`config.mk`:
```
export PLATFORM = sky130hd
export DESIGN_NAME = md5_stream_hasher_flat
export DESIGN_NICKNAME = d
export VERILOG_FILES = /design/src/rtl/core/md5_pkg.sv /design/src/rtl/core/md5_in_if.sv /design/src/rtl/core/md5_out_if.sv /design/src/rtl/core/md5_ram.sv /design/src/rtl/core/md5_round.sv /design/src/rtl/core/md5_stream_hasher.sv /design/src/flat_wrapper.sv
export VERILOG_INCLUDE_DIRS = /design/src /design/src/rtl/core
export SDC_FILE = /design/constraint.sdc
export NUM_CORES = 2
export LEC_CHECK = 0
export ABC_AREA = 1
export BUFFER_PORTS_ARGS = -buffer_cell sky130_fd_sc_hd__buf_2
export CAP_MARGIN = 30
export CORE_MARGIN = 1
export CORE_UTILIZATION = 35
export CTS_CLUSTER_DIAMETER = 120
export DETAILED_ROUTE_END_ITERATION = 6
export GPL_ROUTABILITY_DRIVEN = 0
export SLEW_MARGIN = 20
export SYNTH_ARGS = -nofsm -noshare
export SYNTH_HDL_FRONTEND = slang
export SYNTH_SLANG_ARGS = --single-unit
```
`constraint.sdc`:
```
create_clock -name clk_i -period 6.1 [get_ports clk_i]
set_input_delay 1.22 -clock clk_i [delete_from_list [all_inputs] [get_ports clk_i]]
set_output_delay 1.22 -clock clk_i [all_outputs]
set_load 0.01 [all_outputs]
```
`src/rtl/core/md5_stream_hasher_defines.svh`:
```
// Assertion macros shared by the MD5 stream hasher RTL.
`ifndef MD5_STREAM_HASHER_DEFINES_SVH
`define MD5_STREAM_HASHER_DEFINES_SVH
`ifndef SYNTHESIS
// Checks a property on every rising edge of clk_i outside reset.
`define MD5_ASSERT(lbl, prop, msg) \
  lbl: assert property (@(posedge clk_i) disable iff (!rst_ni) (prop)) else $error(msg);
// Checks that the consequent holds in the cycle after the antecedent.
`define MD5_ASSERT_NEXT(lbl, ante, cons, msg) \
  lbl: assert property (@(posedge clk_i) disable iff (!rst_ni) (ante) |=> (cons)) else $error(msg);
`else
`define MD5_ASSERT(lbl, prop, msg)
`define MD5_ASSERT_NEXT(lbl, ante, cons, msg)
`endif
`endif

```
`src/rtl/core/md5_pkg.sv`:
```
// Shared constants, tables, types and helper functions of the MD5 stream hasher.
`default_nettype none
package md5_pkg;

  localparam int unsigned WORD_W       = 32;
  localparam int unsigned BLOCK_WORDS  = 16;
  localparam int unsigned BLOCK_AW     = 4;
  localparam int unsigned ROUND_W      = 6;
  localparam int unsigned DIGEST_WORDS = 4;
  localparam int unsigned COUNT_W      = 3;
  localparam int unsigned INDEX_W      = 2;
  localparam int unsigned LENGTH_W     = 64;

  localparam logic [7:0]          PAD_BYTE   = 8'h80;
  localparam logic [BLOCK_AW-1:0] LEN_LO_POS = BLOCK_AW'(BLOCK_WORDS - 2);
  localparam logic [COUNT_W-1:0]  FULL_COUNT = COUNT_W'(4);

  localparam logic [WORD_W-1:0] START_VALUE [DIGEST_WORDS] = '{
    32'h67452301, 32'hefcdab89, 32'h98badcfe, 32'h10325476
  };

  localparam logic [WORD_W-1:0] ROUND_K [64] = '{
    32'hd76aa478, 32'he8c7b756, 32'h242070db, 32'hc1bdceee,
    32'hf57c0faf, 32'h4787c62a, 32'ha8304613, 32'hfd469501,
    32'h698098d8, 32'h8b44f7af, 32'hffff5bb1, 32'h895cd7be,
    32'h6b901122, 32'hfd987193, 32'ha679438e, 32'h49b40821,
    32'hf61e2562, 32'hc040b340, 32'h265e5a51, 32'he9b6c7aa,
    32'hd62f105d, 32'h02441453, 32'hd8a1e681, 32'he7d3fbc8,
    32'h21e1cde6, 32'hc33707d6, 32'hf4d50d87, 32'h455a14ed,
    32'ha9e3e905, 32'hfcefa3f8, 32'h676f02d9, 32'h8d2a4c8a,
    32'hfffa3942, 32'h8771f681, 32'h6d9d6122, 32'hfde5380c,
    32'ha4beea44, 32'h4bdecfa9, 32'hf6bb4b60, 32'hbebfbc70,
    32'h289b7ec6, 32'heaa127fa, 32'hd4ef3085, 32'h04881d05,
    32'hd9d4d039, 32'he6db99e5, 32'h1fa27cf8, 32'hc4ac5665,
    32'hf4292244, 32'h432aff97, 32'hab9423a7, 32'hfc93a039,
    32'h655b59c3, 32'h8f0ccc92, 32'hffeff47d, 32'h85845dd1,
    32'h6fa87e4f, 32'hfe2ce6e0, 32'ha3014314, 32'h4e0811a1,
    32'hf7537e82, 32'hbd3af235, 32'h2ad7d2bb, 32'heb86d391
  };

  localparam logic [4:0] ROT_S [16] = '{
    5'd7, 5'd12, 5'd17, 5'd22, 5'd5, 5'd9, 5'd14, 5'd20,
    5'd4, 5'd11, 5'd16, 5'd23, 5'd6, 5'd10, 5'd15, 5'd21
  };

  // Working variables of the compression rounds.
  typedef struct packed {
    logic [WORD_W-1:0] a;
    logic [WORD_W-1:0] b;
    logic [WORD_W-1:0] c;
    logic [WORD_W-1:0] d;
  } md5_work_t;

  // Message word that a given round reads from the block buffer.
  function automatic logic [BLOCK_AW-1:0] msg_index(input logic [ROUND_W-1:0] r);
    logic [BLOCK_AW-1:0] lo;
    logic [BLOCK_AW-1:0] idx;
    lo = r[BLOCK_AW-1:0];
    unique case (r[ROUND_W-1:ROUND_W-2])
      2'd0:    idx = lo;
      2'd1:    idx = BLOCK_AW'(lo * BLOCK_AW'(5) + BLOCK_AW'(1));
      2'd2:    idx = BLOCK_AW'(lo * BLOCK_AW'(3) + BLOCK_AW'(5));
      default: idx = BLOCK_AW'(lo * BLOCK_AW'(7));
    endcase
    return idx;
  endfunction

  // Left-rotate amount of a given round.
  function automatic logic [4:0] rot_amount(input logic [ROUND_W-1:0] r);
    return ROT_S[{r[ROUND_W-1:ROUND_W-2], r[1:0]}];
  endfunction

endpackage
`default_nettype wire

```
`src/rtl/core/md5_in_if.sv`:
```
// Input channel of the MD5 stream hasher: message words with byte count and last mark.
`default_nettype none
interface md5_in_if
  import md5_pkg::*;
();
  logic               valid;
  logic               ready;
  logic [WORD_W-1:0]  message_word;
  logic [COUNT_W-1:0] byte_count;
  logic               final_item;

  modport source (output valid, output message_word, output byte_count,
                  output final_item, input ready);
  modport sink   (input valid, input message_word, input byte_count,
                  input final_item, output ready);
endinterface
`default_nettype wire

```
`src/rtl/core/md5_out_if.sv`:
```
// Output channel of the MD5 stream hasher: digest words with index and last mark.
`default_nettype none
interface md5_out_if
  import md5_pkg::*;
();
  logic               valid;
  logic               ready;
  logic [WORD_W-1:0]  digest_word;
  logic [INDEX_W-1:0] word_index;
  logic               last_word;

  modport source (output valid, output digest_word, output word_index,
                  output last_word, input ready);
  modport sink   (input valid, input digest_word, input word_index,
                  input last_word, output ready);
endinterface
`default_nettype wire

```
`src/rtl/core/md5_ram.sv`:
```
// Generic single-write, single-read RAM with registered read data.
`default_nettype none
module md5_ram #(
  parameter int unsigned WIDTH = 32,
  parameter int unsigned DEPTH = 16,
  localparam int unsigned AW   = (DEPTH > 1) ? $clog2(DEPTH) : 1
) (
  input  logic             clk_i,
  input  logic             we_i,
  input  logic [AW-1:0]    waddr_i,
  input  logic [WIDTH-1:0] wdata_i,
  input  logic [AW-1:0]    raddr_i,
  output logic [WIDTH-1:0] rdata_o
);

  logic [WIDTH-1:0] mem_q [DEPTH];
  logic [WIDTH-1:0] rdata_q;

  always_ff @(posedge clk_i) begin
    if (we_i) begin
      mem_q[waddr_i] <= wdata_i;
    end
    rdata_q <= mem_q[raddr_i];
  end

  assign rdata_o = rdata_q;

endmodule
`default_nettype wire

```
`src/rtl/core/md5_round.sv`:
```
// One MD5 compression round, reused for all sixty-four rounds of a block.
`default_nettype none
module md5_round
  import md5_pkg::*;
(
  input  logic [ROUND_W-1:0] round_i,
  input  md5_work_t          work_i,
  input  logic [WORD_W-1:0]  ak_i,
  input  logic [WORD_W-1:0]  msg_i,
  output md5_work_t          work_o,
  output logic [WORD_W-1:0]  ak_o
);

  logic [WORD_W-1:0]     fn;
  logic [WORD_W-1:0]     sum;
  logic [2*WORD_W-1:0]   dbl;
  logic [ROUND_W-1:0]    round_nxt;

  always_comb begin
    unique case (round_i[ROUND_W-1:ROUND_W-2])
      2'd0:    fn = (work_i.b & work_i.c) | (~work_i.b & work_i.d);
      2'd1:    fn = (work_i.b & work_i.d) | (work_i.c & ~work_i.d);
      2'd2:    fn = work_i.b ^ work_i.c ^ work_i.d;
      default: fn = work_i.c ^ (work_i.b | ~work_i.d);
    endcase
  end

  // The a + K term was formed in the cycle before, so only three operands meet here.
  assign sum = ak_i + fn + msg_i;
  assign dbl = {sum, sum} << rot_amount(round_i);

  assign work_o.a = work_i.d;
  assign work_o.b = work_i.b + dbl[2*WORD_W-1:WORD_W];
  assign work_o.c = work_i.b;
  assign work_o.d = work_i.c;

  // The next round's a is the current d.
  assign round_nxt = ROUND_W'(round_i + ROUND_W'(1));
  assign ak_o      = work_i.d + ROUND_K[round_nxt];

endmodule
`default_nettype wire

```
`src/rtl/core/md5_stream_hasher.sv`:
```
// Top level of the MD5 stream hasher: input formatting, padding sequencer and digest output.
//
// Usage: message bytes arrive on in_i as little-endian 32-bit beats, first byte in
// bits 7..0, with byte_count (valid low bytes) and final_item marking the last beat.
// A count below four is honored only on the last beat; elsewhere the beat holds four bytes.
// in_i.ready is high only while the block waits for a beat. A beat that is neither
// last nor fills a 64-byte block leaves the block ready for the next beat. The beat
// that fills a block of 16 beats starts a compression: a step to prime the buffer
// read, 64 rounds through the shared round unit at one round per cycle, and a step
// to fold into the chaining values; no new beat is taken until it is done.
// After the last beat the sequencer writes the pad byte (unless a short last beat
// carried it), zero fill and the 64-bit bit length one word per cycle outside
// compressions, with one more compression when the length does not fit,
// then presents the digest on out_o as four beats, A to D, last_word on D.
// If the receiver stalls, the current digest beat holds until taken; no new message
// beat is taken until D is gone. Chaining values then return to their start values.
// Reset puts the chaining values at their start values and clears the byte length
// and block position; the block buffer RAM needs no clearing.
`default_nettype none
`include "md5_stream_hasher_defines.svh"
module md5_stream_hasher
  import md5_pkg::*;
(
  input  logic      clk_i,
  input  logic      rst_ni,
  md5_in_if.sink    in_i,
  md5_out_if.source out_o
);

  typedef enum logic [5:0] {
    S_IDLE  = 6'b000001,
    S_FILL  = 6'b000010,
    S_PRIME = 6'b000100,
    S_ROUND = 6'b001000,
    S_FINAL = 6'b010000,
    S_OUT   = 6'b100000
  } state_e;

  state_e               state_q, state_d;
  logic [BLOCK_AW-1:0]  pos_q, pos_d;
  logic [ROUND_W-1:0]   round_q, round_d;
  logic [INDEX_W-1:0]   oidx_q, oidx_d;
  logic [LENGTH_W-1:0]  len_q, len_d;
  logic                 tail_q, tail_d;
  logic                 pad_done_q, pad_done_d;
  logic                 lenlo_q, lenlo_d;
  logic                 fin_q, fin_d;
  logic [WORD_W-1:0]    chain_q [DIGEST_WORDS];
  logic [WORD_W-1:0]    chain_d [DIGEST_WORDS];
  md5_work_t            work_q, work_d, work_next;
  logic [WORD_W-1:0]    ak_q, ak_d, ak_next;

  logic                 in_acc;
  logic                 out_acc;
  logic [COUNT_W-1:0]   cnt;
  logic                 short_last;
  logic [WORD_W-1:0]    fmt_word;
  logic [LENGTH_W-1:0]  len_bits;
  logic                 push_en;
  logic [WORD_W-1:0]    push_word;
  logic [BLOCK_AW-1:0]  raddr;
  logic [WORD_W-1:0]    rdata;

  assign in_acc  = in_i.valid & in_i.ready;
  assign out_acc = out_o.valid & out_o.ready;

  // Short counts only count on the last beat; anything above four saturates.
  assign short_last = in_i.final_item && (in_i.byte_count < FULL_COUNT);
  assign cnt        = short_last ? in_i.byte_count : FULL_COUNT;

  // Keep the valid bytes, and on a short last beat drop the pad byte right behind them.
  always_comb begin
    for (int k = 0; k < WORD_W / 8; k++) begin
      if (COUNT_W'(k) < cnt) begin
        fmt_word[8*k +: 8] = in_i.message_word[8*k +: 8];
      end else if (COUNT_W'(k) == cnt) begin
        fmt_word[8*k +: 8] = PAD_BYTE;
      end else begin
        fmt_word[8*k +: 8] = 8'h00;
      end
    end
  end

  assign len_bits = {len_q[LENGTH_W-4:0], 3'b000};

  always_comb begin
    state_d    = state_q;
    pos_d      = pos_q;
    round_d    = round_q;
    oidx_d     = oidx_q;
    len_d      = len_q;
    tail_d     = tail_q;
    pad_done_d = pad_done_q;
    lenlo_d    = lenlo_q;
    fin_d      = fin_q;
    chain_d    = chain_q;
    work_d     = work_q;
    ak_d       = ak_q;
    push_en    = 1'b0;
    push_word  = '0;

    unique case (state_q)
      S_IDLE: begin
        if (in_acc) begin
          push_en   = 1'b1;
          push_word = fmt_word;
          pos_d     = BLOCK_AW'(pos_q + BLOCK_AW'(1));
          len_d     = len_q + LENGTH_W'(cnt);
          if (in_i.final_item) begin
            tail_d     = 1'b1;
            pad_done_d = short_last;
          end
          if (pos_q == '1) begin
            state_d = S_PRIME;
          end else if (in_i.final_item) begin
            state_d = S_FILL;
          end
        end
      end
      S_FILL: begin
        push_en = 1'b1;
        pos_d   = BLOCK_AW'(pos_q + BLOCK_AW'(1));
        priority if (!pad_done_q) begin
          push_word  = WORD_W'(PAD_BYTE);
          pad_done_d = 1'b1;
        end else if (lenlo_q) begin
          push_word = len_bits[LENGTH_W-1:WORD_W];
          fin_d     = 1'b1;
        end else if (pos_q == LEN_LO_POS) begin
          push_word = len_bits[WORD_W-1:0];
          lenlo_d   = 1'b1;
        end else begin
          push_word = '0;
        end
        if (pos_q == '1) begin
          state_d = S_PRIME;
        end
      end
      S_PRIME: begin
        work_d  = '{a: chain_q[0], b: chain_q[1], c: chain_q[2], d: chain_q[3]};
        ak_d    = chain_q[0] + ROUND_K[0];
        round_d = '0;
        state_d = S_ROUND;
      end
      S_ROUND: begin
        work_d  = work_next;
        ak_d    = ak_next;
        round_d = ROUND_W'(round_q + ROUND_W'(1));
        if (round_q == '1) begin
          state_d = S_FINAL;
        end
      end
      S_FINAL: begin
        chain_d[0] = chain_q[0] + work_q.a;
        chain_d[1] = chain_q[1] + work_q.b;
        chain_d[2] = chain_q[2] + work_q.c;
        chain_d[3] = chain_q[3] + work_q.d;
        if (fin_q) begin
          state_d = S_OUT;
        end else if (tail_q) begin
          state_d = S_FILL;
        end else begin
          state_d = S_IDLE;
        end
      end
      S_OUT: begin
        if (out_acc) begin
          oidx_d = INDEX_W'(oidx_q + INDEX_W'(1));
          if (oidx_q == '1) begin
            chain_d    = START_VALUE;
            len_d      = '0;
            pos_d      = '0;
            tail_d     = 1'b0;
            pad_done_d = 1'b0;
            lenlo_d    = 1'b0;
            fin_d      = 1'b0;
            state_d    = S_IDLE;
          end
        end
      end
      default: begin
        state_d = S_IDLE;
      end
    endcase
  end

  // The buffer read is registered, so each round's word is addressed in the cycle before.
  assign raddr = (state_q == S_PRIME) ? msg_index('0)
                                      : msg_index(ROUND_W'(round_q + ROUND_W'(1)));

  md5_ram #(
    .WIDTH (WORD_W),
    .DEPTH (BLOCK_WORDS)
  ) u_block_buf (
    .clk_i   (clk_i),
    .we_i    (push_en),
    .waddr_i (pos_q),
    .wdata_i (push_word),
    .raddr_i (raddr),
    .rdata_o (rdata)
  );

  md5_round u_round (
    .round_i (round_q),
    .work_i  (work_q),
    .ak_i    (ak_q),
    .msg_i   (rdata),
    .work_o  (work_next),
    .ak_o    (ak_next)
  );

  always_ff @(posedge clk_i or negedge rst_ni) begin
    if (!rst_ni) begin
      state_q    <= S_IDLE;
      pos_q      <= '0;
      round_q    <= '0;
      oidx_q     <= '0;
      len_q      <= '0;
      tail_q     <= 1'b0;
      pad_done_q <= 1'b0;
      lenlo_q    <= 1'b0;
      fin_q      <= 1'b0;
      chain_q    <= START_VALUE;
    end else begin
      state_q    <= state_d;
      pos_q      <= pos_d;
      round_q    <= round_d;
      oidx_q     <= oidx_d;
      len_q      <= len_d;
      tail_q     <= tail_d;
      pad_done_q <= pad_done_d;
      lenlo_q    <= lenlo_d;
      fin_q      <= fin_d;
      chain_q    <= chain_d;
    end
  end

  // The working variables are only read during a compression, after priming.
  always_ff @(posedge clk_i) begin
    work_q <= work_d;
    ak_q   <= ak_d;
  end

  assign in_i.ready        = (state_q == S_IDLE);
  assign out_o.valid       = (state_q == S_OUT);
  assign out_o.digest_word = chain_q[oidx_q];
  assign out_o.word_index  = oidx_q;
  assign out_o.last_word   = (oidx_q == '1);

  // A compression only starts on a completely written block.
  `MD5_ASSERT(a_prime_full_block, state_q == S_PRIME |-> pos_q == '0, "compression on partial block")
  // The digest only goes out after the length words closed the final block.
  `MD5_ASSERT(a_out_after_len,
              out_o.valid |-> fin_q && lenlo_q && pad_done_q && pos_q == '0,
              "digest before length")
  // Checks that a taken last beat drops ready, so no beat follows it during padding.
  `MD5_ASSERT_NEXT(a_last_blocks_input, in_acc && in_i.final_item, !in_i.ready, "beat taken during padding")
  // Once word D is taken the block is back at the start of a fresh message.
  `MD5_ASSERT_NEXT(a_restart, out_acc && out_o.last_word,
                   state_q == S_IDLE && len_q == '0 &&
                   chain_q[0] == START_VALUE[0] && chain_q[3] == START_VALUE[3],
                   "no restart after digest")

endmodule
`default_nettype wire

```
`src/flat_wrapper.sv`:
```
// flat-port wrapper written by rule: the top's interface ports become plain ports
module md5_stream_hasher_flat import md5_pkg::*;
  (clk_i, rst_ni, in_i_valid, in_i_message_word, in_i_byte_count, in_i_final_item, in_i_ready, out_o_valid, out_o_digest_word, out_o_word_index, out_o_last_word, out_o_ready);
  md5_in_if in_i_i ();
  md5_out_if out_o_i ();
  input  logic clk_i;
  input  logic rst_ni;
  input wire logic [$bits(in_i_i.valid)-1:0] in_i_valid;
  input wire logic [$bits(in_i_i.message_word)-1:0] in_i_message_word;
  input wire logic [$bits(in_i_i.byte_count)-1:0] in_i_byte_count;
  input wire logic [$bits(in_i_i.final_item)-1:0] in_i_final_item;
  output wire logic [$bits(in_i_i.ready)-1:0] in_i_ready;
  output wire logic [$bits(out_o_i.valid)-1:0] out_o_valid;
  output wire logic [$bits(out_o_i.digest_word)-1:0] out_o_digest_word;
  output wire logic [$bits(out_o_i.word_index)-1:0] out_o_word_index;
  output wire logic [$bits(out_o_i.last_word)-1:0] out_o_last_word;
  input wire logic [$bits(out_o_i.ready)-1:0] out_o_ready;
  assign in_i_i.valid = in_i_valid;
  assign in_i_i.message_word = in_i_message_word;
  assign in_i_i.byte_count = in_i_byte_count;
  assign in_i_i.final_item = in_i_final_item;
  assign in_i_ready = in_i_i.ready;
  assign out_o_valid = out_o_i.valid;
  assign out_o_digest_word = out_o_i.digest_word;
  assign out_o_word_index = out_o_i.word_index;
  assign out_o_last_word = out_o_i.last_word;
  assign out_o_i.ready = out_o_ready;
  md5_stream_hasher u_core (.clk_i(clk_i), .rst_ni(rst_ni), .in_i(in_i_i), .out_o(out_o_i));
endmodule
```
Word level (Yosys, flattened, before mapping)
Memories as Yosys holds them, arrays and structs flattened. A register that Yosys moved wholly into a read port is not among the register bits.
Index checks and enable logic that the tools add are counted.
Word-level totals
  output and inout port bits: 37
  logic and storage cells: 176
  bits in registers: 374
  memories kept: 3
  input bits: 40
  memory bits (writable): 512
  bits in read-only memories: 2128
Memory list
  (no name shown): depth 64, bits a word 32, read ports 1, clocked after Yosys merged registers in 0, wr ports 0, line md5_round.sv:39  | assign ak_o = work_i.d + ROUND_K[round_nxt];
  u_core.u_block_buf.mem_q: depth 16, bits a word 32, read ports 1, clocked after Yosys merged registers in 1, wr ports 1, line md5_ram.sv:16  | logic [WIDTH-1:0] mem_q [DEPTH];
  (no name shown): depth 16, bits a word 5, read ports 1, clocked after Yosys merged registers in 0, wr ports 0, line md5_pkg.sv:70  | return ROT_S[{r[ROUND_W-1:ROUND_W-2], r[1:0]}];
Operators by class
  reductions and logical operators: 18
  $mul: 3
  bitwise logic cells: 17
  $lt $le $gt $ge: 8
  muxes and demuxes: 67
  shift operators: 1
  equal/unequal tests: 26
  add/sub/neg operators: 15
Operators with widths (number)
  $pmux W128 S2: 2
  $add A32 B32 Y32: 8
  $mux W128: 2
  $mux W32: 8
  $mux W64: 3
  $and A32 B32 Y32: 4
  $pmux W32 S2: 2
  $pmux W64 S2: 1
  $or A32 B32 Y32: 3
  $pmux W32 S3: 1
  $xor A32 B32 Y32: 3
  $add A64 B3 Y64: 1
  $bmux W32 S2: 1
  $mux W8: 8
  $not A32 Y32: 2
  $shl A64 B5 Y64: 1
  $mux W6: 8
  $pmux W6 S6: 1
  $add A32 B32 Y32 const B: 1
  $pmux W4 S3: 2
  $mux W4: 4
  $reduce_and A5 Y1: 3
  $mux W1: 14
  $eq A6 B6 Y1 const B: 2
  other kinds (44): 70

Depth between registers and ports, before layout
  depth after elaboration: 9
  depth in mapped cells: 43
  mapped depth without buffers: 42

By module
Synthesis repeated with hierarchy kept, for this count alone.
Second synthesis, totals
  cells, all modules: 8706
  area, all modules: 64393.0 um^2
Modules (own cells, without submodules)
  md5_stream_hasher: cells an instance 4006, times used 1, area an instance 27671.5 um^2
  md5_ram: cells an instance 2122, times used 1, area an instance 22748.1 um^2
  md5_round: cells an instance 2578, times used 1, area an instance 13973.4 um^2

Worst setup path before layout
No wires, ideal clock.
  path kind: reg2reg
  start point: register u_core.round_q[4]
  end point: register u_core.work_q[87] in the netlist's numbering, data pin
  data arrival time: 5.752 ns
  setup time: 0.253 ns
  path buffers: 2
  setup slack: 0.094 ns
  stages on the path, launching flop included: 40
  data required time: 5.847 ns
  clock period less this slack: 6.006 ns
  cell sequence: dfrtp_1 buf_2 nor2_2 clkinv_1 clkbuf_1 o32ai_1 o32ai_1 fa_1 inv_1 ha_1 inv_1 fa_1 inv_1 nand3_1 nand3_1 nand2_1 nand3_1 or2_2 [... 4 more ...] nand2_1 nand3_1 nand3_1 nand2_1 ha_1 nand3_1 nand3_1 a31oi_1 o21ai_0 nand3_1 nand2_1 a21boi_0 o21ai_0 nand2_1 nand2_1 or2_2 nand3_1 nand2_1
RTL lines
  from (decl): line md5_stream_hasher.sv:41  | logic [ROUND_W-1:0] round_q, round_d;
  from (signal assigned): line md5_stream_hasher.sv:227  | round_q <= round_d;
  to (signal assigned): line md5_stream_hasher.sv:240  | work_q <= work_d;
  to (decl): line md5_stream_hasher.sv:50  | md5_work_t work_q, work_d, work_next;

==> metrics.txt <==
clk slew on worst S/H paths 0.06 ns; Final Util 43.7%; critical path's most frequent cell buf_4; number of synthesized flops with an enable pin 672; pwr dens 483 nW/um^2; Placed Cells 9794; critical path type flip-flop to flip-flop; CORE AREA 165000 um^2; Global Route Usage Sum 26.2%; CTS tree yes; sequential area share after synthesis 44.8%; Synth area leader edfxtp_1; Async S/R FF share, synth 23.1%; RSZ-0062 raised after global routing true; final cell count without fillers 10000; Die Ht 411 um; DRT iter0 DRCs 7438; Hold Path Class primary input to asynchronous set/reset pin; vias 57200; VDD IR-drop max 0.457 mV; Num CTS Buffers 98; cell count after synthesis 7155; Startpoint Class flip-flop; min Tclk post-route 6.21 ns; Unique masters post-synth 67; Post-CTS Hold Buffers 0; Final Skew 0.0587 ns; post-route ant nets 0; Highest Clock Rate 161 MHz; Clk Latency, worst-skew pair 0.76 ns; Post-Syn Area per Cell 8.18 um^2; vias in the first global route 52800; P_leak 30.2 nW; share of cells above drive strength 1 19.3%; Hold Fails Final Rpt 0; Die X-Extent 411 um; count leader, synth nand2_1; Netlist Area Pre-Place 58500 um^2; clock sink count 915; layout net count 8091; #FFs+latches synth 915; vias per cell 5.70; DRC Markers 301; maximum number of pins on one net before global-route repair 163; grt total ovfl 0; R2R depth 37; average wire per standard cell 23.1 um; area share of the largest cell type after synthesis 34.5%; final wirelength 231000 um; Crit. End Element flip-flop; largest cells by area after synthesis edfxtp_1 34%, nand2_1 8.7%, o21ai_0 7.3%, dfrtp_1 6.2%, inv_1 5.9%; Crit path required time 6.59 ns; failing checks design-rule violations, negative setup slack; Slew Limit Fails 0; Yosys warnings 0; Most used DFF post-synth edfxtp_1; Clock Tree Buf Depth 3; Slowest-stage cell, CP fa_1; WP data arrival 6.70 ns; Port Buffers 76; Detailed Place HPWL 163000 um; Area after DPL 65900 um^2; status finished with violations; Crit Path Max Fanout 13; synthesis-to-layout area growth 23.5%; Final Power 0.0349 W; Setup Viol. Count Final 2; fin crit share 102%; first-pass GRT wire length 334000 um; CTS H-Tree Depth 3; drt pass-1 iters 7; initial antenna violation count 11; Worst slew margin 26.2%; Initial Util 35.4%; num rows 149; post-route cell area 72200 um^2; maxcap violations 0; I/O pin count 77; Post-Syn Nets 7485; die area 169000 um^2; pre-CTS setup slack -0.651 ns; max incr delay on CP 0.47 ns; worst-margin pin slew 1.08 ns; top post-synthesis cells by count 1363 x nand2_1, 921 x inv_1, 858 x o21ai_0, 672 x edfxtp_1, 593 x a21oi_1; final setup margin -0.107 ns; Clock Root Buffer clkbuf_16
critical path, delay by kind of cell (launching register included):
kind / cells / cell delay, ns
adders and majority gates: 3 / 1.05
and+or+nand+nor: 16 / 2.05
AOI/OAI and AO/OA: 7 / 1.03
DFF: 1 / 0.45
buffers and inverters: 11 / 1.39
layer usage:
metal  GRT usage [%]  vias up  share of wire (%)
met5               0        -              0.050
met4            12.4       14                5.5
met3            5.99      736                 10
met2            39.9     3148                 43
met1            35.2    27100                 41
li1                -    26100                  -
cell type report:
class,count,area [um^2]
flip-flops and latches,915,26200
inverters,938,3540
diodes,1,2.50
clock inverters,58,618
repair buffers,801,6220
fillers,16000,93100
well taps,2189,2740
clock buffers,126,2710
multi-input cells,5007,30200
path summary, 6_finish.rpt:
check                             startpoint                  end  slack (ns)
setup / recovery           u_core.round_q[4]    u_core.work_q[86]       -0.11
hold / removal                        rst_ni   u_core.chain_q[48]        0.33
hold reg to reg             u_core.len_q[44]     u_core.len_q[44]        0.47
setup reg to reg           u_core.round_q[4]    u_core.work_q[86]       -0.11
max in group asynchronous             rst_ni  u_core.chain_q[110]        4.48
min in group clk_i          u_core.len_q[44]     u_core.len_q[44]        0.47
timing repair:
item,CTS,global route
endpoints found under the setup margin,25,33
cloned,0,3
resized for setup,164,383
pin swaps,36,92
endpoints found under the hold margin,0,0
setup buffers,24,29
report_power, final:
group          leakage (nW)  total (W)  internal, W  switching [W]
sequential             8.90    0.00796      0.00755       0.000405
clock                  1.61    0.00623      0.00351        0.00272
combinational          19.7     0.0207      0.00852         0.0121
total                  30.2     0.0349       0.0196         0.0153
state kept, by name, summed over array words and instances, names as in the netlist:
| signal | flops |
|---|---|
| u_core.out_o.word_index | 2 |
| u_core.tail_q | 1 |
| u_core.lenlo_q | 1 |
| u_core.work_q | 128 |
| u_core.state_q | 6 |
| u_core.u_block_buf.rdata_o | 32 |
| u_core.pos_q | 4 |
| u_core.pad_done_q | 1 |
| u_core.chain_q | 128 |
| u_core.fin_q | 1 |
| u_core.ak_q | 32 |
| u_core.u_block_buf.mem_q | 512 |
| u_core.round_q | 6 |
| u_core.len_q | 61 |
logic make-up (layout without fill, tap and decap cells):
family                     Yosys count  count (layout)  synth area share (%)
and+or+nand+nor                   2545            2545                  18.3
AOI/OAI and AO/OA                 2012            2012                  19.7
buffers and inverters             1233            1923                  8.06
DFF                                915             915                  44.8
adders and majority gates          290             290                  6.74
xor gates and xnor gates           159             159                  2.42
muxes                                1               1                0.0171
other                                0               1                     0
through the flow:
step / hold WS [ns] / TNS [ns]
2_1_floorplan: 0.437 / 0
3_3_place_gp: 0.463 / -8.56
3_5_place_dp: 0.457 / -11.07
4_1_cts: 0.311 / -0.000781
5_1_grt: 0.337 / -4.48
6_report: 0.331 / -0.108
cell usage in the layout (no fill, tap or decap), types with 77 or more instances in the layout:
master and n:
o22ai_1 117, dfrtp_1 143, inv_1 895, edfxtp_1 672
ha_1 205, xor2_1 77, nor3_1 84, a21oi_1 556
nand3_1 371, o221ai_1 126, buf_4 681, nand2_1 1266
buf_2 77, nand2_2 90, clkbuf_16 105, nand3_2 83
o21ai_0 820, nor2_1 427
(Power assumes the default switching activity.)
